`config.mk`:
```
export PLATFORM = sky130hd
export DESIGN_NAME = dedup_fifo_queue
export DESIGN_NICKNAME = d
export VERILOG_FILES = /design/src/rtl/core/dfq_pkg.sv /design/src/rtl/core/dedup_fifo_queue.sv /design/src/rtl/core/dfq_cell.sv /design/src/rtl/core/dfq_out_reg.sv
export SDC_FILE = /design/constraint.sdc
export NUM_CORES = 1
export LEC_CHECK = 0
export BUFFER_PORTS_ARGS = -buffer_cell sky130_fd_sc_hd__buf_2
export CORE_UTILIZATION = 35
export DETAILED_ROUTE_END_ITERATION = 8
export GPL_ROUTABILITY_DRIVEN = 0
export HOLD_SLACK_MARGIN = 0.02
export PLACE_DENSITY_LB_ADDON = 0.1
export SYNTH_ARGS = -nofsm -noshare
export SYNTH_HDL_FRONTEND = slang
export SYNTH_HIERARCHICAL = 1
export SYNTH_SLANG_ARGS = --single-unit
export TNS_END_PERCENT = 1
```
`constraint.sdc`:
```
create_clock -name clk -period 7 [get_ports clk]
set_input_delay 0.35 -clock clk [delete_from_list [all_inputs] [get_ports clk]]
set_output_delay 0.35 -clock clk [all_outputs]
set_load 0.05 [all_outputs]
```
`src/rtl/core/dfq_pkg.sv`:
```
// dfq_pkg: sizes, command and status codes, and the result record shared
// by the duplicate-rejecting queue and its checker. No dependencies.
`default_nettype none

package dfq_pkg;

  localparam int DEPTH      = 16;
  localparam int ITEM_W     = 32;
  localparam int POS_W      = $clog2(DEPTH);
  localparam int CNT_W      = $clog2(DEPTH + 1);

  // Fixed field widths of the ports
  localparam int CMD_W      = 2;
  localparam int VAL_W      = 32;
  localparam int RPOS_W     = 4;
  localparam int STATUS_W   = 3;
  localparam int DATA_W     = 32;
  localparam int FPOS_W     = 4;
  localparam int COUNT_W    = 5;
  localparam int CAP_W      = 5;

  localparam logic [CAP_W-1:0] CAP_RESET = CAP_W'(16);

  typedef enum logic [CMD_W-1:0] {
    CMD_ENQ  = 2'd0,
    CMD_DEQ  = 2'd1,
    CMD_FIND = 2'd2,
    CMD_READ = 2'd3
  } cmd_t;

  typedef enum logic [STATUS_W-1:0] {
    ST_OK       = 3'd0,
    ST_FULL     = 3'd1,
    ST_DUP      = 3'd2,
    ST_EMPTY    = 3'd3,
    ST_NOTFOUND = 3'd4,
    ST_BADPOS   = 3'd5
  } status_t;

  typedef struct packed {
    status_t             status;
    logic [DATA_W-1:0]   data;
    logic [FPOS_W-1:0]   fpos;
    logic                found;
    logic [COUNT_W-1:0]  count;
  } res_t;

endpackage

`default_nettype wire

```
`src/rtl/core/dedup_fifo_queue.sv`:
```
// dedup_fifo_queue: first-in first-out queue that refuses values it holds.
// Depends on dfq_pkg, dfq_cell and dfq_out_reg.
//
// Usage
//   Command channel (cmd_valid/cmd_stall) carries cmd, item_value and
//   read_position. Result channel (res_valid/res_stall) carries status,
//   data_out, found_position, found and entry_count.
//   Configuration channel (cfg_valid/cfg_ready, cfg_data) writes the
//   capacity limit; cfg_ready is always high. Write only while idle.
// Timing
//   Each command is worked in the cycle it is accepted: every cell
//   compares its entry with item_value at once, and a dequeue moves every
//   entry one cell down the row. The result appears in the output register
//   in the cycle after acceptance. One command per cycle while results are
//   taken.
// Reset
//   Queue empty, capacity limit 16, no result pending.
// Stall
//   A stalled result holds; the command channel stalls only while a result
//   is held and stalled, so at most one item waits.
`default_nettype none

module dedup_fifo_queue (
  input  wire logic                          clk,
  input  wire logic                          rst,
  input  wire logic                          cmd_valid,
  output logic                               cmd_stall,
  input  wire logic [dfq_pkg::CMD_W-1:0]     cmd,
  input  wire logic [dfq_pkg::VAL_W-1:0]     item_value,
  input  wire logic [dfq_pkg::RPOS_W-1:0]    read_position,
  output logic                               res_valid,
  input  wire logic                          res_stall,
  output logic      [dfq_pkg::STATUS_W-1:0]  status,
  output logic      [dfq_pkg::DATA_W-1:0]    data_out,
  output logic      [dfq_pkg::FPOS_W-1:0]    found_position,
  output logic                               found,
  output logic      [dfq_pkg::COUNT_W-1:0]   entry_count,
  input  wire logic                          cfg_valid,
  output logic                               cfg_ready,
  input  wire logic [dfq_pkg::CAP_W-1:0]     cfg_data
);
  import dfq_pkg::*;

  logic [CAP_W-1:0]   capacity_limit;
  logic [CNT_W-1:0]   count;
  logic [CNT_W-1:0]   count_next;
  logic [CNT_W-1:0]   limit;
  logic               accept;
  logic               busy;
  logic [ITEM_W-1:0]  key;
  logic [ITEM_W-1:0]  cell_value [DEPTH];
  logic [DEPTH-1:0]   cell_hit;
  logic [DEPTH-1:0]   hit_vec;
  logic [DEPTH-1:0]   load_vec;
  logic               shift_en;
  logic               any_hit;
  logic [POS_W-1:0]   hit_pos;
  logic               read_ok;
  cmd_t               op;
  res_t               res_d;
  res_t               res_q;

  assign cfg_ready = 1'b1;
  assign cmd_stall = busy;
  assign accept    = cmd_valid && !busy;
  assign key       = ITEM_W'(item_value);
  assign op        = cmd_t'(cmd);

  always_ff @(posedge clk) begin
    if (rst) begin
      capacity_limit <= CAP_RESET;
    end else if (cfg_valid && cfg_ready) begin
      capacity_limit <= cfg_data;
    end
  end

  always_comb begin
    if (CNT_W'(capacity_limit) > CNT_W'(DEPTH)) begin
      limit = CNT_W'(DEPTH);
    end else begin
      limit = CNT_W'(capacity_limit);
    end
  end

  // Row of cells; each hands its entry down on a dequeue
  for (genvar i = 0; i < DEPTH; i++) begin : g_cell
    logic [ITEM_W-1:0] up;
    if (i == DEPTH - 1) begin : g_top
      assign up = '0;
    end else begin : g_mid
      assign up = cell_value[i+1];
    end

    dfq_cell u_cell (
      .clk        (clk),
      .shift_en   (shift_en),
      .load_en    (load_vec[i]),
      .neighbour  (up),
      .load_value (key),
      .cmp_value  (key),
      .value      (cell_value[i]),
      .hit        (cell_hit[i])
    );

    assign hit_vec[i] = cell_hit[i] && (CNT_W'(i) < count);
  end

  // Highest matching slot
  always_comb begin
    hit_pos = '0;
    for (int i = 0; i < DEPTH; i++) begin
      if (hit_vec[i]) begin
        hit_pos = POS_W'(i);
      end
    end
  end

  assign any_hit = |hit_vec;
  assign read_ok = (CNT_W'(read_position) < count) && (32'(read_position) < DEPTH);

  always_comb begin
    res_d      = '0;
    res_d.status = ST_OK;
    count_next = count;
    shift_en   = 1'b0;
    load_vec   = '0;
    case (op)
      CMD_ENQ: begin
        if (count >= limit) begin
          res_d.status = ST_FULL;
        end else if (any_hit) begin
          res_d.status = ST_DUP;
          res_d.found  = 1'b1;
          res_d.fpos   = FPOS_W'(hit_pos);
        end else begin
          load_vec[POS_W'(count)] = accept;
          count_next = count + CNT_W'(1);
        end
      end
      CMD_DEQ: begin
        if (count == '0) begin
          res_d.status = ST_EMPTY;
        end else begin
          res_d.data = DATA_W'(cell_value[0]);
          shift_en   = accept;
          count_next = count - CNT_W'(1);
        end
      end
      CMD_FIND: begin
        if (any_hit) begin
          res_d.found = 1'b1;
          res_d.fpos  = FPOS_W'(hit_pos);
        end else begin
          res_d.status = ST_NOTFOUND;
        end
      end
      CMD_READ: begin
        if (read_ok) begin
          res_d.data = DATA_W'(cell_value[POS_W'(read_position)]);
        end else begin
          res_d.status = ST_BADPOS;
        end
      end
      default: begin
        res_d.status = ST_OK;
      end
    endcase
    res_d.count = COUNT_W'(count_next);
  end

  always_ff @(posedge clk) begin
    if (rst) begin
      count <= '0;
    end else if (accept) begin
      count <= count_next;
    end
  end

  dfq_out_reg u_out (
    .clk       (clk),
    .rst       (rst),
    .load      (accept),
    .res_in    (res_d),
    .res_stall (res_stall),
    .res_valid (res_valid),
    .res_out   (res_q),
    .busy      (busy)
  );

  assign status         = res_q.status;
  assign data_out       = res_q.data;
  assign found_position = res_q.fpos;
  assign found          = res_q.found;
  assign entry_count    = res_q.count;

endmodule

`default_nettype wire

```
`src/rtl/core/dfq_cell.sv`:
```
// dfq_cell: one queue slot. Holds an entry, compares it with the search
// value and takes its upper neighbour's entry on a dequeue. Uses dfq_pkg.
`default_nettype none

module dfq_cell (
  input  wire logic                      clk,
  input  wire logic                      shift_en,
  input  wire logic                      load_en,
  input  wire logic [dfq_pkg::ITEM_W-1:0] neighbour,
  input  wire logic [dfq_pkg::ITEM_W-1:0] load_value,
  input  wire logic [dfq_pkg::ITEM_W-1:0] cmp_value,
  output logic      [dfq_pkg::ITEM_W-1:0] value,
  output logic                           hit
);
  import dfq_pkg::*;

  always_ff @(posedge clk) begin
    if (shift_en) begin
      value <= neighbour;
    end else if (load_en) begin
      value <= load_value;
    end
  end

  assign hit = (value == cmp_value);

endmodule

`default_nettype wire

```
`src/rtl/core/dfq_out_reg.sv`:
```
// dfq_out_reg: result register between the queue logic and the result
// channel; takes a new item whenever the held one is gone. Uses dfq_pkg.
`default_nettype none

module dfq_out_reg (
  input  wire logic          clk,
  input  wire logic          rst,
  input  wire logic          load,
  input  wire dfq_pkg::res_t res_in,
  input  wire logic          res_stall,
  output logic               res_valid,
  output dfq_pkg::res_t      res_out,
  output logic               busy
);
  import dfq_pkg::*;

  always_ff @(posedge clk) begin
    if (rst) begin
      res_valid <= 1'b0;
    end else if (load) begin
      res_valid <= 1'b1;
    end else if (!res_stall) begin
      res_valid <= 1'b0;
    end
  end

  always_ff @(posedge clk) begin
    if (load) begin
      res_out <= res_in;
    end
  end

  // Full and not being taken this cycle
  assign busy = res_valid && res_stall;

endmodule

`default_nettype wire

```
==> impl_metrics.csv, run 1 <==
group,metric,value,unit
critical_path,worstSetupStartpoint,"g_cell[12].u_cell/value[9]",
clocking,cts.sinks,568,
critical_path,worstSetupPathDepth,12,
drt,drt-wirelength-per-cell,27.2,µm
cells_and_area,drive_above_1_share,0.364,
power,max-vdd-ir-drop,0.157,mV
die,num_io_pins,96,
clocking,maximum_clock_insertion_buffer_count,3,
critical_path,worst_r2r_startpoint,"g_cell[12].u_cell/value[9]",
power,total_leakage_power,13.0,nW
drt,antenna_left,0,
clocking,clock_latency,0.63,ns
global_route,gr-total-overflow,0,
place,dp.final_hpwl,70800,µm
global_route,first_global_vias,21951,
global_route,grt_antenna_before_repair,9,
place,placedInstanceArea,36400,µm²
timing,setup_tns,0,ns
cells_and_area,filler_cell_count,9215,
critical_path,critical_path.max_stage_delay,1.04,ns
global_route,grt_pass1_wl,156000,µm
drt,viasPerCell,5.43,
critical_path,crit_path_top_delay_cell,"nor4_1",
timing,final.setup_skew,0.0313,ns
yosys,syn-mean-instance-area,14.4,µm²
global_route,globalRouteMet1Util,0.285,
drt,via_count,20999,
critical_path,critPathRequiredTime,7.32,ns
timing,max_slew.worst_pin.slew,1.23,ns
critical_path,critical_path.cell_chain,"xor2_1, nor4_1, nand4_1, nor2_1, inv_1, o311a_1, and2_1, and4bb_1, nand4_1, nor2_1, or2_2, buf_4",
place,io_buffer_count,94,
min_path,min_path_type,"input pin to register",
timing,hold_violations,0,
yosys,yosys_warnings,6,
critical_path,crit_path_max_fanout,22,
job,cap_violations,0,
outcome,run_status,"finished clean",
die,die_w,317,µm
critical_path,worst_setup_path_endpoint,"g_cell[1].u_cell/value[25]",
global_route,grtUsageMet3,0.0314,
clocking,cts_root_buffer,"clkbuf_16",
timing,final-setup-viol-count,0,
critical_path,worst_ep_arrival_time,5.50,ns
cells_and_area,most-common-layout-cells,"edfxtp_1, mux2_2, xor2_1",
critical_path,crit_family,"simple AND/OR/NAND/NOR gates",
yosys,number_of_synthesized_flops_with_an_enable_pin,557,
drt,drt-pass1-iter-count,5,
die,placement_rows,115,
drt,finalWirelength,105000,µm
timing,maxClockFrequency,193,MHz
die,floorplan.initialDensity,0.353,
cells_and_area,design.final.nets,2586,
yosys,seq_area_frac_synth,0.488,
critical_path,start_kind,"register",
power,power_density_over_the_cells,250,nW/µm²
yosys,synth.lib_cells_used.distinct,59,
cells_and_area,design_area,38700,µm²
global_route,grt_max_degree,177,
drt,dr.first_iter.drc_count,1663,
timing,grt_setup_unrepaired,"false",
clocking,post_cts.resized_instances,0,
critical_path,crit_type,"register to register",
critical_path,worst-r2r-setup-slack,1.82,ns
clocking,cts_setup_buffers,0,
clocking,cts_htree_levels,3,
die,floorplan.die_area,101000,µm²
yosys,async_reset_ff_frac,0,
power,p_total,9.68,mW
timing,finalMaxSlewViolations,0,
critical_path,rr_endpoint,"g_cell[1].u_cell/value[25]",
yosys,synth-main-ff-cell,"edfxtp_1",
timing,final.period_utilization,0.740,
die,core,98400,µm²
timing,max-slew-margin-rel,0.174,
die,floorplan.die.height,317,µm
critical_path,rr_worst_depth,12,
global_route,grt_util_all_layers,0.211,
yosys,synth.cell_area,34800,µm²
yosys,post_synth_inst_count,2412,
timing,final_period_minus_worst_setup_slack,5.18,ns
cells_and_area,area_delta_synth_final,11.3,%
clocking,tritoncts,"done",
global_route,grtUsageMet2,0.353,
clocking,clk_pin_slew,0.06,ns
clocking,cts_made_buffers,71,
cells_and_area,layout.cells.most_common,"edfxtp_1",
critical_path,crit_path_end_kind,"register",
drt,post_route_drc,0,
critical_path,combined_buffer_and_inverter_count_along_the_critical_path,2,
global_route,peak_usage_layer_in_the_global_routing_report,"met2",
yosys,postSynthRegisterBits,568,
## power by group
group / leakage [nW] / switching (mW) / internal, mW / total [mW]
clock: 1.10 / 1.52 / 2.10 / 3.62
sequential: 5.19 / 0.205 / 4.08 / 4.28
combinational: 6.73 / 1.06 / 0.723 / 1.79
total: 13.0 / 2.79 / 6.90 / 9.68
## cell usage after synthesis, drive strengths merged (2+ instances only)
cell type | n | share of area
nor3b | 3 | 0.00065
nand3 | 6 | 0.00086
mux4 | 160 | 0.10
nor4 | 132 | 0.024
nor3 | 12 | 0.0019
a21oi | 16 | 0.0023
inv | 43 | 0.0046
a31oi | 6 | 0.0011
nor2 | 59 | 0.0064
a31o | 2 | 0.00050
and3 | 3 | 0.00054
nand2 | 53 | 0.0057
o211ai | 7 | 0.0015
edfxtp | 557 | 0.48
conb | 2 | 0.00022
o21a | 6 | 0.0013
a211oi | 5 | 0.0011
ha | 13 | 0.0047
o21ai | 49 | 0.0071
or3 | 3 | 0.00054
or2 | 17 | 0.0031
a311oi | 2 | 0.00050
xor2 | 512 | 0.13
nor2b | 3 | 0.00054
nand4 | 45 | 0.0081
o31ai | 2 | 0.00043
buf | 98 | 0.023
clkbuf | 32 | 0.0035
a21o | 5 | 0.0011
xnor2 | 2 | 0.00050
mux2i | 5 | 0.0014
dfxtp | 11 | 0.0063
nand2b | 4 | 0.00072
o311ai | 3 | 0.00097
mux2 | 512 | 0.17
and2 | 7 | 0.0013
## metrics by stage
step / setup slack [ns] / std cells / hold slack (ns) / util
after floorplan: 2.68 / 2443 / 0.422 / -
after global placement: 1.19 / 3733 / 0.481 / 0.370
after detailed placement: 1.22 / 3733 / 0.486 / 0.370
after CTS: 1.63 / 3869 / 0.0445 / 0.393
after global routing: 1.47 / 3869 / 0.0828 / 0.393
final: 1.82 / 3870 / 0.0895 / 0.393
## what timing repair did
action | 4_1_cts | 5_1_grt
hold buffers | 6 | 0
hold endpoints to repair | 6 | 0
setup endpoints to repair | 0 | 0
## flip-flops by register name, summed over array words and instances, names as in the netlist
register             count
capacity_limit           5
count                    5
g_cell.u_cell/value    512
u_out/res_out           45
u_out/res_valid          1
## per-layer routing
layer,part of all wire,vias to the layer above
li1,-,9531
met2,0.49,479
met4,0.021,4
met5,0.00020,-
met3,0.043,123
met1,0.44,10862
## final cells by class
| cell class | count | area (µm²) | area share |
|---|---|---|---|
| Inverter | 44 | 165 | 0.00427 |
| Clock buffer | 90 | 1920 | 0.0496 |
| Timing Repair Buffer | 139 | 865 | 0.0223 |
| Sequential cell | 568 | 16900 | 0.438 |
| Tap cell | 1287 | 1610 | 0.0416 |
| Antenna cell | 1 | 2.50 | 0.0000647 |
| Clock inverter | 40 | 325 | 0.00841 |
| Multi-Input combinational cell | 1701 | 16900 | 0.436 |
## how the worst min path moves through the flow
stage,from,end,slack (ns),depth (start not counted)
2_1_floorplan,rst,u_out/res_valid,0.42,1
3_3_place_gp,u_out/res_valid,u_out/res_valid,0.48,2
3_5_place_dp,capacity_limit[0],capacity_limit[0],0.49,2
4_1_cts,cfg_valid,capacity_limit[4],0.04,2
5_1_grt,cfg_valid,capacity_limit[4],0.08,2
6_report,cfg_valid,capacity_limit[4],0.09,2
## cells by family (layout without fill, tap and decap cells)
kind of cell / Yosys count / after routing / share of synthesized area
compound gates: 112 / 112 / 0.0203
xor+xnor: 514 / 514 / 0.130
fa+ha+maj: 13 / 13 / 0.00468
buf+inv: 174 / 313 / 0.0311
flops: 568 / 568 / 0.488
mux: 677 / 677 / 0.271
other cells: 2 / 34 / 0.000216
simple gates: 352 / 352 / 0.0554
## worst reg2reg max path, stage by stage (launching register included)
cell and delay (ns):
edfxtp_1 0.45, xor2_1 0.18, nor4_1 1.04, nand4_1 0.46, nor2_1 0.30, inv_1 0.06
o311a_1 0.38, and2_1 0.19, and4bb_1 0.48, nand4_1 0.30, nor2_1 0.07, or2_2 0.57
buf_4 0.37
(Power assumes the default switching activity.)
==> inputs of run 2 (changes only) <==
==> constraint.sdc (replaced) <==
create_clock -name clk -period 5.4 [get_ports clk]
set_input_delay 0.27 -clock clk [delete_from_list [all_inputs] [get_ports clk]]
set_output_delay 0.27 -clock clk [all_outputs]
set_load 0.05 [all_outputs]
==> run 2 against run 1 <==
Setup slack lost 0.84 ns; final area grew 1.5%; final cell count grew 2.0%; critical path depth grew 1; critical path type unchanged; global-route usage shrank 0.57 points.
==> impl_metrics.csv, run 2 (synthesized netlist as in run 1, its figures left out) <==
group,metric,value,unit
outcome,run_status,"finished clean",
timing,max-slew-margin-rel,0.335,
die,die_w,317,µm
die,num_io_pins,96,
global_route,gr-total-overflow,0,
clocking,clk_pin_slew,0.05,ns
cells_and_area,drive_above_1_share,0.372,
drt,viasPerCell,5.30,
place,dp_cells,3802,
timing,maxClockFrequency,226,MHz
cells_and_area,design.final.nets,2667,
critical_path,crit_path_max_fanout,32,
power,comb_power_share,0.190,
power,p_sw_frac,0.286,
timing,finalMaxSlewViolations,0,
cells_and_area,max_reg_flops,512,
power,intPower,8.87,mW
power,power_density_over_the_cells,316,nW/µm²
timing,final.hold.worst_slack,0.0954,ns
job,cap_violations,0,
critical_path,critical_path.cell_chain,"xor2_1, nor4_1, buf_4, nand4_1, nor2_1, a211oi_1, or3_1, nand4_1, and4bb_1, nand4_1, nor2_1, or2_2, buf_4",
min_path,hold_startpoint,"cmd[1]",
drt,finalWirelength,102000,µm
cells_and_area,design_area,39300,µm²
critical_path,worst_r2r_startpoint,"g_cell[9].u_cell/value[31]",
critical_path,worstSetupStartpoint,"g_cell[9].u_cell/value[31]",
cells_and_area,largest_register,"g_cell.u_cell/value",
place,pre_cts_ws,0.624,ns
clocking,maximum_clock_insertion_buffer_count,3,
critical_path,crit_path_top_delay_cell,"nor4_1",
drt,post_route_drc,0,
timing,fin_ws,0.984,ns
timing,final_period_minus_worst_setup_slack,4.42,ns
die,placement_rows,115,
power,total_leakage_power,13.4,nW
cells_and_area,layout.cells.most_common,"edfxtp_1",
clocking,cts_htree_levels,3,
critical_path,critPathRequiredTime,5.70,ns
timing,hold_violations,0,
critical_path,crit_type,"register to register",
place,placedInstanceArea,37000,µm²
clocking,post_cts.resized_instances,0,
critical_path,rr_worst_depth,13,
drt,antenna_left,0,
global_route,grt_pass1_wl,152000,µm
clocking,tritoncts,"done",
clocking,cts_made_buffers,72,
power,power_frac_clock,0.363,
critical_path,crit_path_end_kind,"register",
cells_and_area,area_delta_synth_final,13.0,%
die,floorplan.die_area,101000,µm²
critical_path,crit_path_frequent_cell,"nand4_1",
timing,grt_setup_unrepaired,"false",
place,dp.final_hpwl,72100,µm
drt,routedLengthMet1,46000,µm
min_path,min_path_type,"input pin to register",
die,core,98400,µm²
global_route,grt_util_all_layers,0.205,
place,io_buffer_count,94,
timing,setup_tns,0,ns
cells_and_area,most-common-layout-cells,"edfxtp_1, mux2_2, xor2_1",
drt,highest-signal-layer,"met4",
drt,dr_wl_met2,51300,µm
clocking,clock_latency,0.63,ns
critical_path,start_kind,"register",
critical_path,critical_path.max_stage_delay,0.55,ns
drt,drt-wirelength-per-cell,25.9,µm
power,max-vdd-ir-drop,0.184,mV
clocking,cts.sinks,568,
global_route,grt_max_degree,109,
timing,final.setup_skew,0.0275,ns
critical_path,worst-r2r-setup-slack,0.98,ns
global_route,grt_antenna_before_repair,8,
power,p_switching,3.55,mW
cells_and_area,final_cells,3948,
clocking,cts_root_buffer,"clkbuf_16",
min_path,hold_path_endpoint,"u_out/res_out[43]",
power,share_seq_of_total_power,0.447,
critical_path,worst_ep_arrival_time,4.71,ns
cells_and_area,final_util,0.399,
cells_and_area,biggestRegsByFlops,"g_cell.u_cell/value: 512 flops, u_out/res_out: 45 flops",
drt,dr.first_iter.drc_count,1572,
min_path,hold_path_depth,2,
global_route,first_global_vias,21953,
die,floorplan.initialDensity,0.353,
cells_and_area,filler_cell_count,9278,
critical_path,rr_endpoint,"g_cell[10].u_cell/value[9]",
die,floorplan.die.height,317,µm
drt,met3_length,3110,µm
power,p_total,12.4,mW
drt,via_count,20937,
timing,final-setup-viol-count,0,
timing,max_slew.worst_pin.slew,0.989,ns
drt,drt-pass1-iter-count,5,
timing,final.period_utilization,0.818,
-- run 2: cell types whose count changed in the layout (fill, tap and decap cells not counted), moves of 3 or more --
cell / change
clkbuf_1: +12
clkinv_2: -11
dlygate4sd3_1: +11
buf_12: +6
buf_4: +63
clkinv_1: +4
clkinvlp_4: -3
-- run 2: worst max path at each step --
stage,to,slack (ns),cells after the start
global placement,g_cell[10].u_cell/value[25],0.70,13
CTS,g_cell[10].u_cell/value[9],0.95,12
finish,g_cell[10].u_cell/value[9],0.98,13
global route,g_cell[10].u_cell/value[9],0.80,13
floorplan,g_cell[10].u_cell/value[0],1.08,8
detailed placement,g_cell[10].u_cell/value[25],0.62,13
-- run 2: critical path, delay by kind of cell, from the launching register on --
| kind | cells | cell delay, ns |
|---|---|---|
| compound gates | 1 | 0.10 |
| xor+xnor | 1 | 0.17 |
| buf+inv | 2 | 0.54 |
| flops | 1 | 0.43 |
| simple gates | 9 | 2.81 |
-- run 2: cell type report --
| class | instances | area [µm²] | area share |
|---|---|---|---|
| Sequential cell | 568 | 16900 | 0.432 |
| Multi-Input combinational cell | 1701 | 16900 | 0.429 |
| Clock buffer | 100 | 1940 | 0.0494 |
| Tap cell | 1287 | 1610 | 0.0410 |
| Timing Repair Buffer | 219 | 1570 | 0.0399 |
| Clock inverter | 27 | 186 | 0.00475 |
| Inverter | 44 | 165 | 0.00421 |
| Antenna cell | 2 | 5.00 | 0.000127 |
-- run 2: power groups by stage --
stage	sequential, mW	clock (mW)	combinational [mW]
2_1_floorplan	5.66	0	1.51
3_3_place_gp	5.63	0	2.35
3_5_place_dp	5.64	0	2.37
4_1_cts	5.55	4.66	2.39
5_1_grt	5.59	4.81	2.54
6_report	5.55	4.51	2.36
-- run 2: layer usage --
layer,track usage,vias up
li1,-,9727
met2,0.354,371
met3,0.0240,114
met5,0,-
met4,0.0448,0
met1,0.277,10725
-- run 2: timing repair --
action	in CTS	in global routing
hold buffers	17	0
setup buffers	0	0
endpoints found under the hold margin	6	0
